--- src/hw/rtl/ioc_pkg.sv ---
// Shared types and codes of the in-order completion queue.
// No dependencies; used by the top level, ioc_seq, ioc_out and ioc_chk.
package ioc_pkg;

   localparam logic [1:0] CMD_NEW   = 2'd0;
   localparam logic [1:0] CMD_DONE  = 2'd1;
   localparam logic [1:0] CMD_ERROR = 2'd2;

   localparam logic [2:0] KIND_READ  = 3'd1;
   localparam logic [2:0] KIND_META  = 3'd2;
   localparam logic [2:0] KIND_WPREP = 3'd3;
   localparam logic [2:0] KIND_PFWD  = 3'd4;
   localparam logic [2:0] KIND_WRITE = 3'd5;
   localparam logic [2:0] KIND_WSYNC = 3'd6;

   localparam logic [2:0] EV_SUBMIT   = 3'd0;
   localparam logic [2:0] EV_HELD     = 3'd1;
   localparam logic [2:0] EV_RESPONSE = 3'd2;
   localparam logic [2:0] EV_SILENT   = 3'd3;
   localparam logic [2:0] EV_NONE     = 3'd4;
   localparam logic [2:0] EV_OVERFLOW = 3'd5;

   typedef struct packed {
      logic [2:0] event_res;
      logic [7:0] event_tag;
      logic       append_data;
   } result_type;

   // Sequencer to output stage: one result, or the end of an input word.
   typedef struct packed {
      logic       push;
      logic       finish;
      logic       closed;
      result_type res;
   } emit_type;

   typedef struct packed {
      logic [7:0] tag;
      logic [2:0] kind;
      logic       done;
      logic       ok;
   } qentry_type;

   typedef struct packed {
      logic [7:0] sync_tag;
      logic [7:0] wait_tag;
   } pentry_type;

   typedef enum logic [3:0] {
      ST_IDLE,
      ST_WSCAN_RD,
      ST_WSCAN_CHK,
      ST_SYNC_DECIDE,
      ST_PUSH,
      ST_MSCAN_RD,
      ST_MSCAN_CHK,
      ST_RET_RD,
      ST_RET_CHK,
      ST_REL_RD,
      ST_REL_CHK,
      ST_FINISH
   } seq_state_type;

   function automatic logic is_write_kind(input logic [2:0] kind);
      return (kind == KIND_WPREP) || (kind == KIND_PFWD) || (kind == KIND_WRITE);
   endfunction

endpackage

--- src/hw/rtl/ioc_if.sv ---
// Handshake channels of the completion queue: request words in, result words out.
// No dependencies.
interface ioc_req_if;
   logic       valid;
   logic       ready;
   logic [1:0] command;
   logic [7:0] op_tag;
   logic [2:0] op_kind;
   logic       op_ok;

   modport source (output valid, command, op_tag, op_kind, op_ok, input ready);
   modport sink   (input valid, command, op_tag, op_kind, op_ok, output ready);
endinterface

interface ioc_rsp_if;
   logic       valid;
   logic       ready;
   logic [2:0] event_res;
   logic [7:0] event_tag;
   logic       append_data;
   logic       closed;
   logic       last;

   modport source (output valid, event_res, event_tag, append_data, closed, last,
                   input ready);
   modport sink   (input valid, event_res, event_tag, append_data, closed, last,
                   output ready);
endinterface

--- src/hw/rtl/in_order_completion_queue_top.sv ---
// Channel   Direction  Words carry
// req_port  in         command, op_tag, op_kind, op_ok
// rsp_port  out        event_res, event_tag, append_data, closed, last
//
// One input word at a time; req_port.ready is high only while the sequencer idles.
// A new request is pushed; a write sync first scans the queued entries for a write.
// A completion searches the queue until a hit; after a hit it retires each done head entry,
// releases the pending syncs that wait on each retired tag, then reads the next head.
// Each step waits on the registered read of a queue RAM. Reset is synchronous; the queues
// come up empty. A stalled rsp_port holds the sequencer only in states that emit or finish.
module in_order_completion_queue_top #(
   parameter int QUEUE_DEPTH   = 16,
   parameter int PENDING_DEPTH = 8
) (
   input logic       clock,
   input logic       reset,
   ioc_req_if.sink   req_port,
   ioc_rsp_if.source rsp_port
);

   import ioc_pkg::*;

   emit_type emit;
   logic     out_can;

   ioc_seq #(.QUEUE_DEPTH(QUEUE_DEPTH), .PENDING_DEPTH(PENDING_DEPTH)) seq_i (
      .clock    (clock),
      .reset    (reset),
      .req_port (req_port),
      .emit     (emit),
      .out_can  (out_can)
   );

   ioc_out out_i (
      .clock    (clock),
      .reset    (reset),
      .emit     (emit),
      .out_can  (out_can),
      .rsp_port (rsp_port)
   );

endmodule

--- src/hw/rtl/ioc_ram.sv ---
// Generic single-write, single-read RAM with a registered read port.
// No dependencies; holds the order queue and the pending sync FIFO.
module ioc_ram #(
   parameter int WIDTH = 8,
   parameter int DEPTH = 16,
   localparam int AW = (DEPTH > 1) ? $clog2(DEPTH) : 1
) (
   input  logic             clock,
   input  logic             we,
   input  logic [AW-1:0]    waddr,
   input  logic [WIDTH-1:0] wdata,
   input  logic [AW-1:0]    raddr,
   output logic [WIDTH-1:0] rdata
);

   logic [WIDTH-1:0] mem [DEPTH];

   always_ff @(posedge clock) begin
      if (we) begin
         mem[waddr] <= wdata;
      end
      rdata <= mem[raddr];
   end

endmodule

--- src/hw/rtl/ioc_seq.sv ---
// Sequencer of the completion queue: one compare unit stepped over the order
// queue and the pending sync FIFO, both held in ioc_ram. Uses ioc_pkg, ioc_if.
module ioc_seq #(
   parameter int QUEUE_DEPTH   = 16,
   parameter int PENDING_DEPTH = 8
) (
   input  logic              clock,
   input  logic              reset,
   ioc_req_if.sink           req_port,
   output ioc_pkg::emit_type emit,
   input  logic              out_can
);

   import ioc_pkg::*;

   localparam int QW = $clog2(QUEUE_DEPTH);
   localparam int QC = $clog2(QUEUE_DEPTH + 1);
   localparam int PW = (PENDING_DEPTH > 1) ? $clog2(PENDING_DEPTH) : 1;
   localparam int PC = $clog2(PENDING_DEPTH + 1);

   seq_state_type state_ff, state_in;

   logic [QW-1:0] q_head_ff, q_head_in, q_tail_ff, q_tail_in, ptr_ff, ptr_in;
   logic [QC-1:0] q_count_ff, q_count_in, scan_ff, scan_in;
   logic [PW-1:0] p_head_ff, p_head_in, p_tail_ff, p_tail_in;
   logic [PC-1:0] p_count_ff, p_count_in;
   logic          term_ff, term_in;
   logic [1:0]    cmd_ff, cmd_in;
   logic [7:0]    tag_ff, tag_in, wtag_ff, wtag_in, rtag_ff, rtag_in;
   logic [2:0]    kind_ff, kind_in;
   logic          ok_ff, ok_in, found_ff, found_in;

   logic          q_we;
   logic [QW-1:0] q_waddr, q_raddr;
   qentry_type    q_wdata, q_rdata;
   logic          p_we;
   logic [PW-1:0] p_waddr, p_raddr;
   pentry_type    p_wdata, p_rdata;

   logic       q_full, p_full, scan_last, mscan_hit, resp_app;
   logic [7:0] noact_tag;

   function automatic logic [QW-1:0] q_next(input logic [QW-1:0] p);
      return (p == QW'(QUEUE_DEPTH - 1)) ? '0 : p + QW'(1);
   endfunction

   function automatic logic [PW-1:0] p_next(input logic [PW-1:0] p);
      return (p == PW'(PENDING_DEPTH - 1)) ? '0 : p + PW'(1);
   endfunction

   ioc_ram #(.WIDTH($bits(qentry_type)), .DEPTH(QUEUE_DEPTH)) queue_ram (
      .clock (clock),
      .we    (q_we),
      .waddr (q_waddr),
      .wdata (q_wdata),
      .raddr (q_raddr),
      .rdata (q_rdata)
   );

   ioc_ram #(.WIDTH($bits(pentry_type)), .DEPTH(PENDING_DEPTH)) pend_ram (
      .clock (clock),
      .we    (p_we),
      .waddr (p_waddr),
      .wdata (p_wdata),
      .raddr (p_raddr),
      .rdata (p_rdata)
   );

   assign q_full    = (q_count_ff == QC'(QUEUE_DEPTH));
   assign p_full    = (p_count_ff == PC'(PENDING_DEPTH));
   assign scan_last = ((scan_ff + QC'(1)) == q_count_ff);
   assign mscan_hit = !q_rdata.done && (q_rdata.tag == tag_ff);
   assign resp_app  = ((q_rdata.kind == KIND_READ) || (q_rdata.kind == KIND_META)) &&
                      q_rdata.ok;
   assign noact_tag = (cmd_ff == CMD_ERROR) ? 8'd0 : tag_ff;

   assign req_port.ready = (state_ff == ST_IDLE);

   // Next state.
   always_comb begin
      state_in = state_ff;
      case (state_ff)
         ST_IDLE: begin
            if (req_port.valid) begin
               case (req_port.command)
                  CMD_NEW: begin
                     if (term_ff) begin
                        state_in = ST_FINISH;
                     end else if (req_port.op_kind == KIND_WSYNC && q_count_ff != '0) begin
                        state_in = ST_WSCAN_RD;
                     end else begin
                        state_in = ST_PUSH;
                     end
                  end
                  CMD_DONE: state_in = (q_count_ff != '0) ? ST_MSCAN_RD : ST_FINISH;
                  default:  state_in = ST_FINISH;
               endcase
            end
         end
         ST_WSCAN_RD:    state_in = ST_WSCAN_CHK;
         ST_WSCAN_CHK:   state_in = scan_last ? ST_SYNC_DECIDE : ST_WSCAN_RD;
         ST_SYNC_DECIDE: begin
            if (!found_ff) begin
               state_in = ST_PUSH;
            end else if (out_can) begin
               state_in = ST_FINISH;
            end
         end
         ST_PUSH: begin
            if (out_can) begin
               state_in = ST_FINISH;
            end
         end
         ST_MSCAN_RD:  state_in = ST_MSCAN_CHK;
         ST_MSCAN_CHK: begin
            if (mscan_hit) begin
               state_in = ST_RET_RD;
            end else begin
               state_in = scan_last ? ST_FINISH : ST_MSCAN_RD;
            end
         end
         ST_RET_RD: state_in = (q_count_ff == '0) ? ST_FINISH : ST_RET_CHK;
         ST_RET_CHK: begin
            if (!q_rdata.done) begin
               state_in = ST_FINISH;
            end else if (out_can) begin
               state_in = ST_REL_RD;
            end
         end
         ST_REL_RD: state_in = (p_count_ff == '0) ? ST_RET_RD : ST_REL_CHK;
         ST_REL_CHK: begin
            if (p_rdata.wait_tag != rtag_ff) begin
               state_in = ST_RET_RD;
            end else if (out_can) begin
               state_in = ST_REL_RD;
            end
         end
         ST_FINISH: begin
            if (out_can) begin
               state_in = ST_IDLE;
            end
         end
         default: state_in = ST_IDLE;
      endcase
   end

   // Datapath, memory ports and result words.
   always_comb begin
      q_head_in  = q_head_ff;
      q_tail_in  = q_tail_ff;
      q_count_in = q_count_ff;
      p_head_in  = p_head_ff;
      p_tail_in  = p_tail_ff;
      p_count_in = p_count_ff;
      ptr_in     = ptr_ff;
      scan_in    = scan_ff;
      term_in    = term_ff;
      cmd_in     = cmd_ff;
      tag_in     = tag_ff;
      kind_in    = kind_ff;
      ok_in      = ok_ff;
      found_in   = found_ff;
      wtag_in    = wtag_ff;
      rtag_in    = rtag_ff;

      q_we    = 1'b0;
      q_waddr = q_tail_ff;
      q_wdata = '{tag: tag_ff, kind: kind_ff, done: 1'b0, ok: 1'b0};
      q_raddr = ptr_ff;
      p_we    = 1'b0;
      p_waddr = p_tail_ff;
      p_wdata = '{sync_tag: tag_ff, wait_tag: wtag_ff};
      p_raddr = p_head_ff;

      emit     = '0;
      emit.res = '{event_res: EV_NONE, event_tag: noact_tag, append_data: 1'b0};

      case (state_ff)
         ST_IDLE: begin
            if (req_port.valid) begin
               cmd_in   = req_port.command;
               tag_in   = req_port.op_tag;
               kind_in  = req_port.op_kind;
               ok_in    = req_port.op_ok;
               ptr_in   = q_head_ff;
               scan_in  = '0;
               found_in = 1'b0;
               if (req_port.command == CMD_ERROR) begin
                  term_in = 1'b1;
               end
            end
         end
         ST_WSCAN_CHK: begin
            // The sync waits on the youngest write-type entry in the queue.
            if (is_write_kind(q_rdata.kind)) begin
               found_in = 1'b1;
               wtag_in  = q_rdata.tag;
            end
            ptr_in  = q_next(ptr_ff);
            scan_in = scan_ff + QC'(1);
         end
         ST_SYNC_DECIDE: begin
            if (found_ff && out_can) begin
               emit.push = 1'b1;
               if (p_full) begin
                  emit.res.event_res = EV_OVERFLOW;
                  emit.res.event_tag = tag_ff;
               end else begin
                  p_we       = 1'b1;
                  p_tail_in  = p_next(p_tail_ff);
                  p_count_in = p_count_ff + PC'(1);
                  emit.res.event_res = EV_HELD;
                  emit.res.event_tag = tag_ff;
               end
            end
         end
         ST_PUSH: begin
            if (out_can) begin
               emit.push          = 1'b1;
               emit.res.event_tag = tag_ff;
               if (q_full) begin
                  emit.res.event_res = EV_OVERFLOW;
               end else begin
                  q_we       = 1'b1;
                  q_tail_in  = q_next(q_tail_ff);
                  q_count_in = q_count_ff + QC'(1);
                  emit.res.event_res = EV_SUBMIT;
               end
            end
         end
         ST_MSCAN_CHK: begin
            // Oldest entry with this tag that is still open takes the completion.
            if (mscan_hit) begin
               q_we    = 1'b1;
               q_waddr = ptr_ff;
               q_wdata = '{tag: q_rdata.tag, kind: q_rdata.kind, done: 1'b1, ok: ok_ff};
            end else begin
               ptr_in  = q_next(ptr_ff);
               scan_in = scan_ff + QC'(1);
            end
         end
         ST_RET_RD: begin
            q_raddr = q_head_ff;
         end
         ST_RET_CHK: begin
            // Keep reading the head so that the data stays put during a stall.
            q_raddr = q_head_ff;
            if (q_rdata.done && out_can) begin
               emit.push          = 1'b1;
               emit.res.event_tag = q_rdata.tag;
               if (term_ff) begin
                  emit.res.event_res = EV_SILENT;
               end else begin
                  emit.res.event_res   = EV_RESPONSE;
                  emit.res.append_data = resp_app;
               end
               q_head_in  = q_next(q_head_ff);
               q_count_in = q_count_ff - QC'(1);
               rtag_in    = q_rdata.tag;
            end
         end
         ST_REL_CHK: begin
            if ((p_rdata.wait_tag == rtag_ff) && out_can) begin
               emit.push          = 1'b1;
               emit.res.event_tag = p_rdata.sync_tag;
               p_head_in          = p_next(p_head_ff);
               p_count_in         = p_count_ff - PC'(1);
               if (q_full) begin
                  emit.res.event_res = EV_OVERFLOW;
               end else begin
                  q_we       = 1'b1;
                  q_wdata    = '{tag: p_rdata.sync_tag, kind: KIND_WSYNC,
                                 done: 1'b0, ok: 1'b0};
                  q_tail_in  = q_next(q_tail_ff);
                  q_count_in = q_count_ff + QC'(1);
                  emit.res.event_res = EV_SUBMIT;
               end
            end
         end
         ST_FINISH: begin
            if (out_can) begin
               emit.finish = 1'b1;
               emit.closed = term_ff && (q_count_ff == '0);
               if (emit.closed) begin
                  p_head_in  = '0;
                  p_tail_in  = '0;
                  p_count_in = '0;
               end
            end
         end
         default: begin
         end
      endcase
   end

   always_ff @(posedge clock) begin
      if (reset) begin
         state_ff   <= ST_IDLE;
         q_head_ff  <= '0;
         q_tail_ff  <= '0;
         q_count_ff <= '0;
         p_head_ff  <= '0;
         p_tail_ff  <= '0;
         p_count_ff <= '0;
         term_ff    <= 1'b0;
      end else begin
         state_ff   <= state_in;
         q_head_ff  <= q_head_in;
         q_tail_ff  <= q_tail_in;
         q_count_ff <= q_count_in;
         p_head_ff  <= p_head_in;
         p_tail_ff  <= p_tail_in;
         p_count_ff <= p_count_in;
         term_ff    <= term_in;
      end
   end

   always_ff @(posedge clock) begin
      ptr_ff   <= ptr_in;
      scan_ff  <= scan_in;
      cmd_ff   <= cmd_in;
      tag_ff   <= tag_in;
      kind_ff  <= kind_in;
      ok_ff    <= ok_in;
      found_ff <= found_in;
      wtag_ff  <= wtag_in;
      rtag_ff  <= rtag_in;
   end

endmodule

--- src/hw/rtl/ioc_out.sv ---
// Output stage of the completion queue: holds back one result until it is known
// whether it is the last of its input word, then drives the rsp channel register.
// Uses ioc_pkg and ioc_if.
module ioc_out (
   input  logic              clock,
   input  logic              reset,
   input  ioc_pkg::emit_type emit,
   output logic              out_can,
   ioc_rsp_if.source         rsp_port
);

   import ioc_pkg::*;

   result_type pend_ff, pend_in, res_ff, res_in;
   logic       pend_vld_ff, pend_vld_in, vld_ff, vld_in;
   logic       last_ff, last_in, closed_ff, closed_in;

   assign out_can = !vld_ff || rsp_port.ready;

   always_comb begin
      pend_in     = pend_ff;
      pend_vld_in = pend_vld_ff;
      res_in      = res_ff;
      vld_in      = vld_ff;
      last_in     = last_ff;
      closed_in   = closed_ff;
      if (rsp_port.ready) begin
         vld_in = 1'b0;
      end
      if (emit.push) begin
         pend_in     = emit.res;
         pend_vld_in = 1'b1;
         if (pend_vld_ff) begin
            // A newer result exists, so the held one is not the last.
            vld_in    = 1'b1;
            res_in    = pend_ff;
            last_in   = 1'b0;
            closed_in = 1'b0;
         end
      end else if (emit.finish) begin
         // Without any held result the word is answered with no action.
         vld_in      = 1'b1;
         res_in      = pend_vld_ff ? pend_ff : emit.res;
         last_in     = 1'b1;
         closed_in   = emit.closed;
         pend_vld_in = 1'b0;
      end
   end

   always_ff @(posedge clock) begin
      if (reset) begin
         pend_vld_ff <= 1'b0;
         vld_ff      <= 1'b0;
      end else begin
         pend_vld_ff <= pend_vld_in;
         vld_ff      <= vld_in;
      end
   end

   always_ff @(posedge clock) begin
      pend_ff   <= pend_in;
      res_ff    <= res_in;
      last_ff   <= last_in;
      closed_ff <= closed_in;
   end

   assign rsp_port.valid       = vld_ff;
   assign rsp_port.event_res   = res_ff.event_res;
   assign rsp_port.event_tag   = res_ff.event_tag;
   assign rsp_port.append_data = res_ff.append_data;
   assign rsp_port.closed      = closed_ff;
   assign rsp_port.last        = last_ff;

endmodule

--- src/flat_wrapper.sv ---
// flat-port wrapper written by rule: the top's interface ports become plain ports
module in_order_completion_queue_top_flat import ioc_pkg::*;
#(
   parameter int QUEUE_DEPTH   = 16,
   parameter int PENDING_DEPTH = 8
)
  (clock, reset, req_port_valid, req_port_command, req_port_op_tag, req_port_op_kind, req_port_op_ok, req_port_ready, rsp_port_valid, rsp_port_event_res, rsp_port_event_tag, rsp_port_append_data, rsp_port_closed, rsp_port_last, rsp_port_ready);
  ioc_req_if req_port_i ();
  ioc_rsp_if rsp_port_i ();
  input logic clock;
  input logic reset;
  input wire logic [$bits(req_port_i.valid)-1:0] req_port_valid;
  input wire logic [$bits(req_port_i.command)-1:0] req_port_command;
  input wire logic [$bits(req_port_i.op_tag)-1:0] req_port_op_tag;
  input wire logic [$bits(req_port_i.op_kind)-1:0] req_port_op_kind;
  input wire logic [$bits(req_port_i.op_ok)-1:0] req_port_op_ok;
  output wire logic [$bits(req_port_i.ready)-1:0] req_port_ready;
  output wire logic [$bits(rsp_port_i.valid)-1:0] rsp_port_valid;
  output wire logic [$bits(rsp_port_i.event_res)-1:0] rsp_port_event_res;
  output wire logic [$bits(rsp_port_i.event_tag)-1:0] rsp_port_event_tag;
  output wire logic [$bits(rsp_port_i.append_data)-1:0] rsp_port_append_data;
  output wire logic [$bits(rsp_port_i.closed)-1:0] rsp_port_closed;
  output wire logic [$bits(rsp_port_i.last)-1:0] rsp_port_last;
  input wire logic [$bits(rsp_port_i.ready)-1:0] rsp_port_ready;
  assign req_port_i.valid = req_port_valid;
  assign req_port_i.command = req_port_command;
  assign req_port_i.op_tag = req_port_op_tag;
  assign req_port_i.op_kind = req_port_op_kind;
  assign req_port_i.op_ok = req_port_op_ok;
  assign req_port_ready = req_port_i.ready;
  assign rsp_port_valid = rsp_port_i.valid;
  assign rsp_port_event_res = rsp_port_i.event_res;
  assign rsp_port_event_tag = rsp_port_i.event_tag;
  assign rsp_port_append_data = rsp_port_i.append_data;
  assign rsp_port_closed = rsp_port_i.closed;
  assign rsp_port_last = rsp_port_i.last;
  assign rsp_port_i.ready = rsp_port_ready;
  in_order_completion_queue_top #(.QUEUE_DEPTH(QUEUE_DEPTH), .PENDING_DEPTH(PENDING_DEPTH)) u_core (.clock(clock), .reset(reset), .req_port(req_port_i), .rsp_port(rsp_port_i));
endmodule
--- config.mk ---
export PLATFORM = sky130hd
export DESIGN_NAME = in_order_completion_queue_top_flat
export DESIGN_NICKNAME = d
export VERILOG_FILES = /design/src/hw/rtl/ioc_pkg.sv /design/src/hw/rtl/ioc_if.sv /design/src/hw/rtl/in_order_completion_queue_top.sv /design/src/hw/rtl/ioc_ram.sv /design/src/hw/rtl/ioc_seq.sv /design/src/hw/rtl/ioc_out.sv /design/src/flat_wrapper.sv
export SDC_FILE = /design/constraint.sdc
export NUM_CORES = 1
export LEC_CHECK = 0
export BUFFER_PORTS_ARGS = -buffer_cell sky130_fd_sc_hd__buf_2
export CORE_AREA = 2 2 172 174
export DETAILED_ROUTE_END_ITERATION = 7
export DIE_AREA = 0 0 174 176
export GPL_TIMING_DRIVEN = 0
export HOLD_SLACK_MARGIN = 0.1
export PLACE_DENSITY = 0.81
export SLEW_MARGIN = 20
export SYNTH_ARGS = -nofsm -noshare
export SYNTH_HDL_FRONTEND = slang
export SYNTH_HIERARCHICAL = 1
export SYNTH_SLANG_ARGS = --single-unit
--- constraint.sdc ---
create_clock -name clock -period 6.4 [get_ports clock]
set_input_delay 0.32 -clock clock [delete_from_list [all_inputs] [get_ports clock]]
set_output_delay 0.32 -clock clock [all_outputs]
set_load 0.005 [all_outputs]
# Word level (Yosys, flattened, before mapping)
# Memory sizes are Yosys's and may differ from the RTL's. A register that Yosys moved wholly into a read port is not among the register bits.
# Index checks and enable logic that the tools add are counted.
word_totals:
  regBits: 96
  latch_bits: 0
  ram_bits: 336
  rom_bits: 0
  in_bits: 18
  elab_cells: 226
  memories: 2
classes:
  addsub: 10
  mul: 0
  n_div: 0
  magnitude_cmp: 0
  n_eq_ne: 42
  shift: 0
  mux: 105
  bitwise: 0
  reduce_logical: 40
mem_list:
  columns: ["memory", "depth", "width", "read_ports", "rd_clocked_by_memory_dff", "write_ports", "line", "source"]
  rows:
  - ["u_core.seq_i.queue_ram.mem", 16, 13, 1, 1, 1, "ioc_ram.sv:16", "logic [WIDTH-1:0] mem [DEPTH];"]
  - ["u_core.seq_i.pend_ram.mem", 8, 16, 1, 1, 1, "ioc_ram.sv:16", null]
ops:
  columns: ["op", "n"]
  rows:
  - ["$mux 4", 28]
  - ["$mux 12", 5]
  - ["$pmux 4 s12", 1]
  - ["$mux 11", 4]
  - ["$pmux 11 s4", 1]
  - ["$mux 13", 3]
  - ["$eq 4x4->1 const B", 8]
  - ["$mux 1", 31]
  - ["$mux 5", 6]
  - ["$pmux 5 s3", 2]
  - ["$mux 3", 9]
  - ["$pmux 13 s2", 1]
  - ["$pmux 4 s3", 2]
  - ["$ne 2x2->1 const B", 11]
  - ["$add 4x1->4 const B", 4]
  - ["$eq 4x3->1 const B", 4]
  - ["$eq 8x8->1", 2]
  - ["$pmux 4 s2", 2]
  - ["$eq 3x3->1 const B", 5]
  - ["$pmux 3 s2", 2]
  - ["$reduce_and 3->1", 4]
  - ["$add 5x1->5 const B", 2]
  - ["$reduce_and 2->1", 5]
  - ["$reduce_bool 2->1", 5]
  - ["29 further kinds", 50]

# Logic depth before layout (Yosys ltp)
depth:
  ltp_word: 9
  depth_mapped: 10
  ltp_nobuf: 9

# Modules after synthesis
# The synthesis kept the hierarchy.
by_module_without_submodules:
  columns: ["module", "n_inst", "cells_per_inst", "area_each_um2", "seq_area_each_um2"]
  rows:
  - ["ioc_ram at u_core.seq_i.queue_ram", 1, 355, 8242.9, 6506.2]
  - ["ioc_ram at u_core.seq_i.pend_ram", 1, 214, 5293.8, 4164.0]
  - ["ioc_seq", 1, 464, 4408.0, 1761.7]
  - ["ioc_out", 1, 50, 1073.5, 820.8]

# Worst setup path before layout
# No wires, ideal clock.
synth_path:
  path_kind: "register to register"
  startpoint: "register u_core.seq_i.tag_ff[0]"
  endpoint: "memory u_core/seq_i/queue_ram/mem[0][0] (netlist bit), enable pin"
  setup_time_ns: 0.400
  arrival_time_ns: 3.548
  t_required_ns: 6.000
  path_slack_ns: 2.453
  stages_incl_launch_ff: 9
  path_buffers: 1
  cell_sequence: "edfxtp_1 > xor2_1 > nor4_1 > nand4_1 > inv_1 > buf_4 > mux2_2 > or3b_2 > nor3_1"
synth_between:
  word_cells_on_any_way: 8
synth_rtl:
  columns: ["element", "line", "source"]
  rows:
  - ["start: declaration", "ioc_seq.sv:29", "logic [7:0] tag_ff, tag_in, wtag_ff, wtag_in, rtag_ff, rtag_in;"]
  - ["start signal: assignment", "ioc_seq.sv:322", "tag_ff <= tag_in;"]
  - ["$eq 8x8->1", "ioc_seq.sv:72", "assign mscan_hit = !q_rdata.done && (q_rdata.tag == tag_ff);"]
  - ["$logic_and 1x1->1", "ioc_seq.sv:72", null]
  - ["$mux 4", "ioc_seq.sv:233", "if (mscan_hit) begin"]
  - ["$mux 4", "ioc_seq.sv:178", "case (state_ff)"]
  - ["net u_core.seq_i.q_waddr[3]", "ioc_seq.sv:34", "logic [QW-1:0] q_waddr, q_raddr;"]
  - ["end: declaration", "ioc_ram.sv:16", null]
# The timed path passes the listed nets, and every way through them passes these cells.

# Worst setup path after layout
layout_path:
  startpoint: "register u_core.seq_i.tag_ff[0]"
  endpoint: "memory u_core/seq_i/queue_ram/mem[4][10] (netlist bit), enable pin"
# Same word-level chain as after synthesis.

==> impl_metrics.py <==
metrics = {
    "final_layout": {
        "fraction_of_layout_instances_using_a_drive_strength_above_1_pct": 20.0,
        "area.growth.synth_to_final_pct": 13.1,
        "layout.core_utilization_pct": 75.3,
        "final_area_mm2": 0.0215,
        "antenna_cells": 0,
        "num-nets-final": 1227,
    },
    "pwr": {
        "pwr_density_cell_mw_per_mm2": 398,
        "vdd_ir_drop_max_uv": 281,
        "total_leakage_power_nw": 7.35,
    },
    "timing": {
        "setup_violations": 0,
        "slew-limit-headroom_pct": 32.5,
        "slew_viol_final": 0,
        "final_critical_path_time_including_i_o_delays_and_setup_ns": 4.99,
        "fin_worst_skew_ns": 0.0266,
        "layout_setup_ws_ns": 1.41,
        "tightest_slew_ns": 1.01,
        "fin_tns_setup_ns": 0,
        "fin_worst_hold_slack_ns": 0.225,
        "hold_viol": 0,
        "max_clock_freq_mhz": 201,
        "unrepaired_setup_endpoints_after_global_routing": "no",
        "post-route-period-util_pct": 77.9,
    },
    "worst_setup_path": {
        "critPathMaxStageDelay_ns": 0.77,
        "path_common_cell": "buf_4",
        "endpoint_kind": "flop",
        "path_cells": "xor2_1 > nor4_1 > nand4_1 > inv_1 > buf_4 > mux2_2 > nand3b_1 > nor3_2 > buf_4",
        "timing.critical_path.fanout_max": 25,
        "timing.setup.critical_path_class": "reg -> reg",
        "crit_path_top_delay_cell": "nor3_2",
        "required_ns": 6.66,
        "timing.critical_path.from_type": "flop",
        "critPathArrivalTime_ns": 5.24,
    },
    "drt": {
        "first_iter_violations": 1307,
        "vias": 10800,
        "antenna_violating_nets_post_route": 0,
        "drt_first_pass_iters": 7,
        "avgRoutedWirePerCell_um": 27.3,
        "drcViolationCount": 0,
        "vias_per_cell": 6.69,
        "drt_wl_total_mm": 44.0,
    },
    "clock_tree": {
        "ctsResizeCount": 0,
        "total_number_of_h_tree_levels": 2,
        "clock_sink_count": 461,
        "clkTransAtPathRegs_ns": 0.06,
        "cts-root-buf": "clkbuf_16",
        "clkLatencyLatePin_ns": 0.56,
        "cts_tree": "done",
        "tritoncts.num_buffers": 45,
        "clock_tree.buffer_depth": 3,
    },
    "synthesis": {
        "synth-main-ff-cell": "edfxtp_1",
        "synth_top_cell_by_area": "edfxtp_1",
        "ys_async_sr_fraction_pct": 0,
        "yosys.area_share.xor_xnor_pct": 1.55,
        "synthTopCellsByArea": "edfxtp_1, mux4_1, dfxtp_1",
        "synth_area_mm2": 0.0190,
        "synth_top_family_by_area": "multiplexers",
        "ys_seq_area_share_pct": 69.7,
        "synth_enable_flop_cells": 402,
        "avgSynthCellArea_um2": 17.6,
        "synth.area.mux_share_pct": 13.8,
        "syn_nets": 1116,
        "synthDominantCellAreaShare_pct": 63.5,
        "synth_compound_gate_area_share_pct": 5.78,
        "postSynthCellCount": 1083,
        "post_synth_and_or_nand_nor_area_fraction_pct": 6.32,
        "number_of_warnings_reported_in_the_yosys_synthesis_log": 6,
        "yosys_register_bits": 461,
        "synth_adder_area_share_pct": 1.07,
        "synth_cell_type_count": 84,
    },
    "min_path": {
        "hold_path_class": "in -> reg",
    },
    "floorplan": {
        "die_area_mm2": 0.0306,
        "rows": 62,
        "initial_core_util_pct": 66.6,
        "die_w_um": 174,
        "die_h_um": 176,
        "ports": 34,
        "floorplan.core_area_mm2": 0.0285,
    },
    "grt": {
        "vias_in_the_first_global_route": 10900,
        "grt.total_usage_pct": 29.3,
        "grt_max_degree": 26,
        "antenna_found_initial": 0,
        "congestion_overflow_gr": 0,
        "first_pass_grt_wire_length_mm": 65.6,
    },
    "flow_run": {
        "number_of_maximum_capacitance_violations": 0,
    },
    "place": {
        "placement.io_buffers": 33,
        "routabilityCongestion": 0.901,
        "place_area_mm2": 0.0199,
        "detailedPlace.worstSlack_ns": 1.64,
        "place_hpwl_mm": 27.6,
    },
    "status": {
        "outcome": "completed",
    },
}
synthesized netlist by cell type, types with 5 or more instances:
cell type  count
nor2b_1       10
buf_2          6
and2_1        13
or4_1          5
a221o_1        8
clkbuf_1      23
xor2_1        14
mux2_4        10
inv_1         14
mux4_1        52
a21oi_1       25
o21ai_0       22
dfxtp_1       59
nand2b_1      20
mux2i_1        7
buf_6          8
edfxtp_1     402
nor2_1        49
nor3_1        20
mux4_2        32
xnor2_1       17
a22o_1         9
nand2_1       57
mux2_2        26
nand4_1        6
a21o_1        13
a31oi_1       11
ha_1          13
a22oi_1       29
nand3_1       13
cell type report:
type / instances / area, um2
sequential: 461 / 13300
clock inverter: 20 / 228
tap: 384 / 480
clock buffer: 59 / 1200
timing repair buffer: 64 / 494
buffer: 47 / 277
inverter: 17 / 65.1
multi-input combinational: 558 / 5510
fill: 1622 / 7040
metal layers:
| metal | part of all wire, % | vias to the layer above | wire length [um] | track usage (%) |
|---|---|---|---|---|
| li1 | - | 4605 | - | - |
| met1 | 38 | 5434 | 16600 | 38.0 |
| met2 | 50 | 606 | 22100 | 50.1 |
| met3 | 7.5 | 129 | 3300 | 4.29 |
| met4 | 4.5 | 0 | 1970 | 12.9 |
| met5 | 0 | - | 0 | 0 |
power breakdown:
group / internal, mW / switching [mW]
Sequential: 3.67 / 0.261
Combinational: 0.861 / 1.19
Clock: 1.49 / 1.08
Total: 6.01 / 2.54
final timing paths:
check        cells past startpoint                                    from                                          end  slack (ns)
max                              9        u_core/seq_i/tag_ff[0]$_DFFE_PP_  u_core/seq_i/queue_ram/mem[4][10]$_DFFE_PP_        1.41
max reg2reg                      9        u_core/seq_i/tag_ff[0]$_DFFE_PP_  u_core/seq_i/queue_ram/mem[4][10]$_DFFE_PP_        1.41
min reg2reg                      2  u_core/seq_i/q_tail_ff[1]$_SDFFE_PP0P_       u_core/seq_i/q_tail_ff[1]$_SDFFE_PP0P_        0.53
min                              5                          req_port_valid        u_core/seq_i/state_ff[2]$_SDFFE_PP0P_        0.22
stage by stage:
step | instances | total power, mW
2_1_floorplan | 1083 | 5.29
3_3_place_gp | 1500 | 5.87
3_5_place_dp | 1515 | 5.95
4_1_cts | 1610 | 8.54
5_1_grt | 1610 | 8.84
6_report | 1610 | 8.55
critical path, delay by kind of cell, from the launching register on:
family                    cells  cell delay (ns)
xor gates and xnor gates      1             0.27
DFF                           1             0.67
and+or+nand+nor               4             2.31
muxes                         1             0.41
buffers and inverters         3             1.02
logic make-up (layout without fill, tap and decap cells):
kind of cell / count (synthesis) / after routing
compound gates: 153 / 153
buf+inv: 64 / 207
xor+xnor: 32 / 32
fa+ha+maj: 15 / 15
flops: 461 / 461
simple gates: 229 / 229
mux: 129 / 129
what timing repair did:
action / 4_1_cts / 5_1_grt
hold endpoints to repair: 16 / 0
buffers inserted: 0 / 0
hold buffers: 16 / 0
cell usage in the layout (no fill, tap or decap), types with 12 or more instances in the layout:
cell / count
mux4_1: 52
buf_2: 39
nand2b_1: 20
xor2_1: 14
dfxtp_1: 59
and2_1: 12
nor2_2: 18
xnor2_1: 17
clkbuf_1: 36
clkbuf_16: 46
mux2_2: 26
nor3_1: 12
nor2_1: 31
ha_1: 13
a21o_1: 13
edfxtp_1: 402
inv_1: 14
mux4_2: 32
a21oi_1: 25
a22oi_1: 29
nand3_1: 13
dlygate4sd3_1: 16
nand2_1: 57
o21ai_0: 22
flip-flops by register name, indices dropped and copies added (netlist names), 2 cells and up:
signal	count
u_core/out_i/pend_ff	12
u_core/out_i/rsp_port.event_res	3
u_core/out_i/rsp_port.event_tag	8
u_core/seq_i/cmd_ff	2
u_core/seq_i/kind_ff	3
u_core/seq_i/p_count_ff	4
u_core/seq_i/p_head_ff	3
u_core/seq_i/p_tail_ff	3
u_core/seq_i/pend_ram/mem	128
u_core/seq_i/pend_ram/rdata	16
u_core/seq_i/ptr_ff	4
u_core/seq_i/q_count_ff	5
u_core/seq_i/q_head_ff	4
u_core/seq_i/q_tail_ff	4
u_core/seq_i/queue_ram/mem	208
u_core/seq_i/queue_ram/rdata	13
u_core/seq_i/rtag_ff	8
u_core/seq_i/scan_ff	5
u_core/seq_i/state_ff	4
u_core/seq_i/tag_ff	8
u_core/seq_i/wtag_ff	8
(Power assumes the default switching activity.)
